[src/design/bba_pkg.sv]
// Shared types and constants for the bitmap block allocator.
// Holds the beat structs, the action codes and the controller states.
// No dependencies.
`default_nettype none

package bba_pkg;

  localparam int unsigned WordBits  = 32;
  localparam int unsigned ChunkBits = 8;
  localparam int unsigned RunW      = 16;
  localparam int unsigned CfgAddrW  = 3;

  localparam logic [31:0] FullWord      = 32'hFFFF_FFFF;
  localparam logic [14:0] BlockCountRst = 15'd16384;
  // Register index as carried by paddr bit 2.
  localparam logic        RegBlockCount = 1'b0;

  typedef enum logic [2:0] {
    ACT_ALLOC     = 3'd0,
    ACT_FREE      = 3'd1,
    ACT_MARK_USED = 3'd2,
    ACT_MARK_FREE = 3'd3,
    ACT_TEST      = 3'd4
  } act_e;

  typedef enum logic [3:0] {
    ST_INIT,
    ST_IDLE,
    ST_TEST_CHK,
    ST_SCAN_RD,
    ST_SCAN_CHK,
    ST_SCAN_BITS,
    ST_RNG_RD,
    ST_RNG_MOD,
    ST_DONE
  } state_e;

  typedef struct packed {
    logic [2:0]  action;
    logic [13:0] block_index;
    logic [14:0] run_length;
  } req_t;

  typedef struct packed {
    logic        success;
    logic [13:0] found_index;
    logic        block_in_use;
    logic [14:0] blocks_used;
  } rsp_t;

  typedef struct packed {
    logic            found;
    logic            new_start;
    logic [2:0]      start_pos;
    logic [RunW-1:0] run;
  } chunk_res_t;

endpackage

`default_nettype wire

[src/design/bba_chunk_scan.sv]
// First-fit run tracking over one eight-bit slice of a bitmap word.
// Depends on bba_pkg.
`default_nettype none

module bba_chunk_scan (
  input  wire logic [bba_pkg::ChunkBits-1:0] chunk_i,
  input  wire logic [bba_pkg::RunW-1:0]      run_i,
  input  wire logic [14:0]                   len_i,
  output bba_pkg::chunk_res_t                res_o
);

  always_comb begin
    logic [bba_pkg::RunW-1:0] run;
    logic                     found;
    logic                     new_start;
    logic [2:0]               pos;
    run       = run_i;
    found     = 1'b0;
    new_start = 1'b0;
    pos       = '0;
    for (int k = 0; k < bba_pkg::ChunkBits; k++) begin
      if (!found) begin
        if (chunk_i[k]) begin
          run = '0;
        end else begin
          if (run == '0) begin
            new_start = 1'b1;
            pos       = 3'(k);
          end
          run = run + 1'b1;
          if (run == {1'b0, len_i}) begin
            found = 1'b1;
          end
        end
      end
    end
    res_o.found     = found;
    res_o.new_start = new_start;
    res_o.start_pos = pos;
    res_o.run       = run;
  end

endmodule

`default_nettype wire

[config.mk]
export PLATFORM = sky130hd
export DESIGN_NAME = bba_chunk_scan
export DESIGN_NICKNAME = d
export VERILOG_FILES = /design/src/design/bba_pkg.sv /design/src/design/bba_chunk_scan.sv
export SDC_FILE = /design/constraint.sdc
export NUM_CORES = 1
export LEC_CHECK = 0
export BUFFER_PORTS_ARGS = -buffer_cell sky130_fd_sc_hd__buf_2
export CELL_PAD_IN_SITES_DETAIL_PLACEMENT = 1
export CELL_PAD_IN_SITES_GLOBAL_PLACEMENT = 1
export CORE_MARGIN = 2
export CORE_UTILIZATION = 51
export DETAILED_ROUTE_END_ITERATION = 12
export PLACE_DENSITY = 0.87
export SYNTH_ARGS = -nofsm -noshare
export SYNTH_HDL_FRONTEND = slang
export SYNTH_SLANG_ARGS = --single-unit
[constraint.sdc]
create_clock -name vclk -period 21
set_input_delay 1.05 -clock vclk [all_inputs]
set_output_delay 1.05 -clock vclk [all_outputs]
set_load 0.01 [all_outputs]
==> run summary, run 1 <==
CLOCK TREE
------------------------------------------------------------------------------------------
Total of hold buffers inserted after clock tree synthesis                                0
Post-CTS setup buffers                                                                   0
Post_cts resized                                                                         0

CELLS AND AREA
------------------------------------------------------------------------------------------
Final #Nets                                                                           1725
Synthesis-to-layout area growth                                                     2.088%
Share of layout cells above drive strength 1                                        9.892%
FFs & Latches                                                                            0
Number of fill cells                                                                  3007
Clock Buffer Count                                                                       0
FF/Latch Area                                                                        0 um2

DRT
------------------------------------------------------------------------------------------
Detailed Route WL                                                                 52850 um
Per-cell via count in the routed design                                              7.797
Number of iterations in the first detailed-routing pass                                  6
Via count                                                                            15200
Drt first-iter violations                                                             1846
Drt wl/cell                                                                       27.12 um
Post-route ant nets                                                                      0
DRC errors left                                                                          0

STA
------------------------------------------------------------------------------------------
Final sum of negative setup slack                                                     0 ns
Smallest hold slack                                                               2.573 ns
Worst-margin pin slew                                                             1.220 ns
Max-slew violation count                                                                 0
Crit path time final                                                              18.18 ns
Achievable clock frequency                                                     0.05501 GHz
Number of endpoints failing setup at the final stage                                     0
Hold violation total from the final report                                               0
Setup repair after global routing missed its margin                                     no
Share of the cycle needed by the critical path after routing                        86.57%
Normalized max-slew margin                                                          16.59%

SYNTH
------------------------------------------------------------------------------------------
Cell accounting for the most synthesized area                                 sky130_fd_sc_hd__xnor2_1
Commonest cells in the netlist                                                sky130_fd_sc_hd__nand2_1, sky130_fd_sc_hd__nor2_1, sky130_fd_sc_hd__xnor2_1
Combinational family with the most area after synthesis                       simple AND/OR/NAND/NOR gates
Average cell area after synthesis                                                6.506 um2
Area contributors post-synth                                                  sky130_fd_sc_hd__xnor2_1, sky130_fd_sc_hd__nand2_1, sky130_fd_sc_hd__nor2_1, sky130_fd_sc_hd__nand3_1, sky130_fd_sc_hd__a21oi_1
Synth Warn #                                                                             0
Synth Area in XOR/XNOR                                                              13.44%
Fraction of the mapped netlist area in compound gates                               33.46%
Post-Syn Instances                                                                    1722
Part of the Yosys area used for sequential elements                                     0%
Post-synth top area share                                                           9.147%
Share of synthesized cell area in full adder, half adder and majority cells         1.787%
Mux contribution to synthesized area                                                3.708%
Cell area after synthesis                                                        11200 um2
Simple-gate share of the synthesized area                                           40.91%
Synthesized Nets                                                                      1777
Number of distinct library cells after synthesis                                       120

PLACE
------------------------------------------------------------------------------------------
Input/output buffers                                                                    60
Last weighted congestion value of the routability-driven placer                      1.074
Half-perimeter wire length after placement                                        40170 um

WORST SETUP PATH
------------------------------------------------------------------------------------------
Crit path capture type                                                         output port
Data arrival time of the worst path                                               17.13 ns
Critical-path top delay cell                                                  sky130_fd_sc_hd__and4b_1
Worst path required time                                                          19.95 ns
Maximum single-stage delay on the critical path                                    0.81 ns
Category of the worst setup path launch point                                 primary input
CP max FO                                                                               23
Startpoint-to-endpoint class of the critical path                                in -> out

GLOBAL ROUTE
------------------------------------------------------------------------------------------
Via count of the first global-routing pass                                           14610
Wire length of the first global-routing pass                                      82300 um
Total overflow reported by the global router                                             0
Total global-route track usage                                                      42.98%
Initial antenna violation count                                                          1
Maximum number of pins on one net before global-route repair                            40

FLOORPLANNING
------------------------------------------------------------------------------------------
Core Box Area                                                                    21690 um2
Floorplan die width                                                               152.2 um
Die Area                                                                         23170 um2
Starting utilization of the core area                                               51.66%
Number of top-level pins                                                                60
Row cnt                                                                                 54
Die Ht                                                                            152.2 um

MIN PATH
------------------------------------------------------------------------------------------
Worst hold path class                                                            in -> out

RUN
------------------------------------------------------------------------------------------
Max capacitance violation total                                                          0

RUN STATUS
------------------------------------------------------------------------------------------
Result of the run                                                             finished, final reports clean

[worst max-delay path: cells and delay by family]
kind,cells,cell delay [ns]
buf+inv,5,0.70
compound gates,17,5.63
simple gates,17,7.20
xor+xnor,3,0.47
mux,1,0.46
fa+ha+maj,4,1.56
[metal layers]
| layer | share of wire [%] | track usage, % | up-vias |
|---|---|---|---|
| met5 | 0 | 0 | - |
| met4 | 5.6 | 19.05 | 0 |
| met2 | 43 | 66.15 | 1128 |
| met3 | 12 | 7.537 | 246 |
| li1 | - | - | 6562 |
| met1 | 39 | 58.75 | 7260 |
[cells by family (layout without fill, tap and decap cells)]
kind of cell,after synthesis,in the layout
AO/OA/AOI/OAI,512,512
buffers and inverters,174,120
adder cells (fa/ha/maj),16,16
other,0,1
multiplexers,40,40
XOR/XNOR,160,160
AND/OR/NAND/NOR,820,820
[layout by cell type, fill, tap and decap left out, types with 15 or more instances in the layout]
cell type                  Yosys  final
sky130_fd_sc_hd__a211o_1      15     15
sky130_fd_sc_hd__a211oi_1     24     24
sky130_fd_sc_hd__a21o_1       18     18
sky130_fd_sc_hd__a21oi_1      81     80
sky130_fd_sc_hd__a31oi_1      31     31
sky130_fd_sc_hd__and2_1       27     27
sky130_fd_sc_hd__and3_1       39     39
sky130_fd_sc_hd__buf_2        35     60
sky130_fd_sc_hd__buf_4         6     23
sky130_fd_sc_hd__ha_1         16     16
sky130_fd_sc_hd__inv_1        29     29
sky130_fd_sc_hd__mux2i_1      28     28
sky130_fd_sc_hd__nand2_1     139    139
sky130_fd_sc_hd__nand2b_1     22     22
sky130_fd_sc_hd__nand3_1      98     98
sky130_fd_sc_hd__nand4_1      54     54
sky130_fd_sc_hd__nor2_1      139    139
sky130_fd_sc_hd__nor2b_1      18     18
sky130_fd_sc_hd__nor3_1       79     79
sky130_fd_sc_hd__nor4_1       50     50
sky130_fd_sc_hd__o211ai_1     20     20
sky130_fd_sc_hd__o21ai_0      69     69
sky130_fd_sc_hd__o22ai_1      29     29
sky130_fd_sc_hd__o31ai_1      23     23
sky130_fd_sc_hd__or3_1        27     27
sky130_fd_sc_hd__or4_1        26     26
sky130_fd_sc_hd__xnor2_1     117    117
sky130_fd_sc_hd__xor2_1       35     35
[path summary, 6_finish.rpt]
kind / start / end / depth (start not counted)
setup / recovery: run_i[0] / res_o[20] / 47
hold / removal: chunk_i[7] / res_o[15] / 3
[through the flow]
| stage | cells | worst slack (ns) | cell area, um2 | util (%) |
|---|---|---|---|---|
| 6_report | 1949 | 2.821 | 11440 | 52.73 |
| 4_1_cts | 1948 | 3.344 | 11430 | 52.72 |
| 5_1_grt | 1948 | 1.841 | 11430 | 52.72 |
| 2_1_floorplan | 1722 | 6.341 | 11200 | - |
| 3_3_place_gp | 1948 | 4.080 | 11430 | 52.72 |
| 3_5_place_dp | 1948 | 3.455 | 11430 | 52.72 |
[cell type report]
| class | count | area (um2) | area share, % |
|---|---|---|---|
| antenna | 1 | 2.502 | 0.02188 |
| inverter | 37 | 138.9 | 1.214 |
| multi-input combinational | 1548 | 10470 | 91.57 |
| tap | 280 | 350.3 | 3.063 |
| timing repair buffer | 83 | 473.0 | 4.135 |
==> inputs of run 2 (changes only) <==
--- a/config.mk
+++ b/config.mk
@@ -8,7 +8,7 @@
 export BUFFER_PORTS_ARGS = -buffer_cell sky130_fd_sc_hd__buf_2
 export CELL_PAD_IN_SITES_DETAIL_PLACEMENT = 1
 export CELL_PAD_IN_SITES_GLOBAL_PLACEMENT = 1
-export CORE_MARGIN = 2
+export CORE_MARGIN = 3
 export CORE_UTILIZATION = 51
 export DETAILED_ROUTE_END_ITERATION = 12
 export PLACE_DENSITY = 0.87
==> run 2 against run 1 <==
First-iteration DRC count increased by 10%. Cell count is 0.10% lower. Count of clock-buffer cells in the layout is the same. Wire length grew 2.9%. Core utilization rose by 1.1 points. Critical path depth grew 3. Non-clock buffer count up 4. Die area up 2.6%. Global-route usage shrank 0.27 points. Setup slack got worse by 1.1 ns. Flip-flop and latch count did not move.
==> run summary, run 2 (synthesis results as in run 1) <==
FLOORPLANNING
------------------------------------------------------------------------------
Die Ht                                                                154.2 um   was 152.2 um
Number of top-level pins                                                    60   unchanged
Row cnt                                                                     53   was 54
Floorplan die width                                                   154.2 um   was 152.2 um
Die Area                                                             23780 um2   was 23170 um2
Core Box Area                                                        21290 um2   was 21690 um2
Starting utilization of the core area                                   52.63%   was 51.66%

MIN PATH
------------------------------------------------------------------------------
Worst hold path class                                                in -> out   unchanged

WORST SETUP PATH
------------------------------------------------------------------------------
Critical-path top delay cell                                      sky130_fd_sc_hd__a2111oi_2   was sky130_fd_sc_hd__and4b_1
Data arrival time of the worst path                                   18.25 ns   was 17.13 ns
Startpoint-to-endpoint class of the critical path                    in -> out   unchanged
Category of the worst setup path launch point                     primary input   unchanged
Maximum single-stage delay on the critical path                        0.91 ns   was 0.81 ns
CP max FO                                                                   23   unchanged
Worst path required time                                              19.95 ns   about the same
Crit path capture type                                             output port   unchanged

GLOBAL ROUTE
------------------------------------------------------------------------------
Wire length of the first global-routing pass                          83750 um   was 82300 um
Total global-route track usage                                          42.71%   was 42.98%
Maximum number of pins on one net before global-route repair                40   unchanged
Initial antenna violation count                                              1   unchanged
Via count of the first global-routing pass                               14620   was 14610
Total overflow reported by the global router                                 0   unchanged

CELLS AND AREA
------------------------------------------------------------------------------
Most frequent cells in the layout                                 sky130_fd_sc_hd__nor2_1, sky130_fd_sc_hd__nand2_1, sky130_fd_sc_hd__xnor2_1   unchanged
Count of antenna diodes in the layout                                        0   was 1
Clock Buffer Count                                                           0   unchanged
FFs & Latches                                                                0   unchanged
Number of fill cells                                                      2958   was 3007
Synthesis-to-layout area growth                                         2.278%   was 2.088%
FF/Latch Area                                                            0 um2   unchanged
Final #Nets                                                               1729   was 1725
Share of layout cells above drive strength 1                            10.11%   was 9.892%
Area taken by multi-input logic gates                                10470 um2   unchanged

DRT
------------------------------------------------------------------------------
Via count                                                                15250   was 15200
Drt wl/cell                                                           27.95 um   was 27.12 um
Post-route ant nets                                                          0   unchanged
Drt first-iter violations                                                 2030   was 1846
Number of iterations in the first detailed-routing pass                      6   unchanged
DRC errors left                                                              0   unchanged
Per-cell via count in the routed design                                  7.833   was 7.797
Detailed Route WL                                                     54410 um   was 52850 um

RUN STATUS
------------------------------------------------------------------------------
Result of the run                                                 finished, final reports clean   unchanged

CLOCK TREE
------------------------------------------------------------------------------
Post-CTS setup buffers                                                       0   unchanged
Post_cts resized                                                             0   unchanged
Total of hold buffers inserted after clock tree synthesis                    0   unchanged

PWR
------------------------------------------------------------------------------
Leakage power of the design                                           3.883 nW
Power after layout                                                   0.1709 mW
Proportion of total power due to net switching                          67.43%
Clock group share of total power                                            0%
Largest vdd supply drop                                           0.000009104 V
Power per unit of standard cell area                              14.91 nW/um2
Logic pwr share                                                         100.0%
Int Power                                                           0.05565 mW
Switching pwr                                                        0.1152 mW
Sequential share of power                                                   0%

STA
------------------------------------------------------------------------------
Setup repair after global routing missed its margin                         no   unchanged
Number of endpoints failing setup at the final stage                         0   unchanged
Worst-margin pin slew                                                 1.235 ns   was 1.220 ns
Normalized max-slew margin                                              15.55%   was 16.59%
Max-slew violation count                                                     0   unchanged
Hold violation total from the final report                                   0   unchanged
Crit path time final                                                  19.30 ns   was 18.18 ns
Share of the cycle needed by the critical path after routing            91.90%   was 86.57%
Achievable clock frequency                                         0.05181 GHz   was 0.05501 GHz
Final sum of negative setup slack                                         0 ns   unchanged

PLACE
------------------------------------------------------------------------------
Last weighted congestion value of the routability-driven placer          1.015   was 1.074
Half-perimeter wire length after placement                            41360 um   was 40170 um
Input/output buffers                                                        60   unchanged

RUN
------------------------------------------------------------------------------
Max capacitance violation total                                              0   unchanged

## run 2: cell types whose count changed in the layout (fill, tap and decap cells not counted)
cell / change
sky130_fd_sc_hd__buf_4: +4
sky130_fd_sc_hd__diode_2: -1
## run 2: path summary, 6_finish.rpt
path	startpoint	cells after the start	slack, ns	endpoint
setup / recovery	run_i[0]	50	1.70	res_o[13]
hold / removal	chunk_i[7]	3	2.59	res_o[15]
## run 2: critical path, delay by kind of cell
family                   cells  cell delay [ns]
AND/OR/NAND/NOR             17             6.79
AO/OA/AOI/OAI               19             6.47
adder cells (fa/ha/maj)      4             1.66
buffers and inverters        7             1.35
multiplexers                 1             0.54
XOR/XNOR                     2             0.34
## run 2: per-stage QoR
stage	cell area (um2)	hold WS, ns	instances	setup slack, ns	util [%]
after floorplan	11200	2.430	1722	6.341	-
after global placement	11460	2.566	1947	2.747	53.83
after detailed placement	11460	2.596	1947	2.456	53.83
after CTS	11460	2.598	1947	2.429	53.83
after global routing	11460	2.611	1947	0.6818	53.83
final	11460	2.592	1947	1.700	53.83
## run 2: power by group through the flow
stage	registers [mW]	logic (mW)	clock network (mW)
floorplan	0	0.113	0
global placement	0	0.158	0
detailed placement	0	0.163	0
CTS	0	0.164	0
global route	0	0.180	0
finish	0	0.171	0
## run 2: cell type report
cell class | count | area share [%]
multi-input combinational | 1548 | 91.40
timing repair buffer | 87 | 4.390
tap | 275 | 3.003
inverter | 37 | 1.212
## run 2: layer usage
metal  vias up  GRT usage [%]  part of all wire [%]
met5         -              0                 0.035
met4         2          18.38                   5.5
met3       237          8.058                    12
met2      1107          65.47                    42
met1      7328          58.43                    40
li1       6576              -                     -
Note: power is estimated with default switching activity, not from simulation.
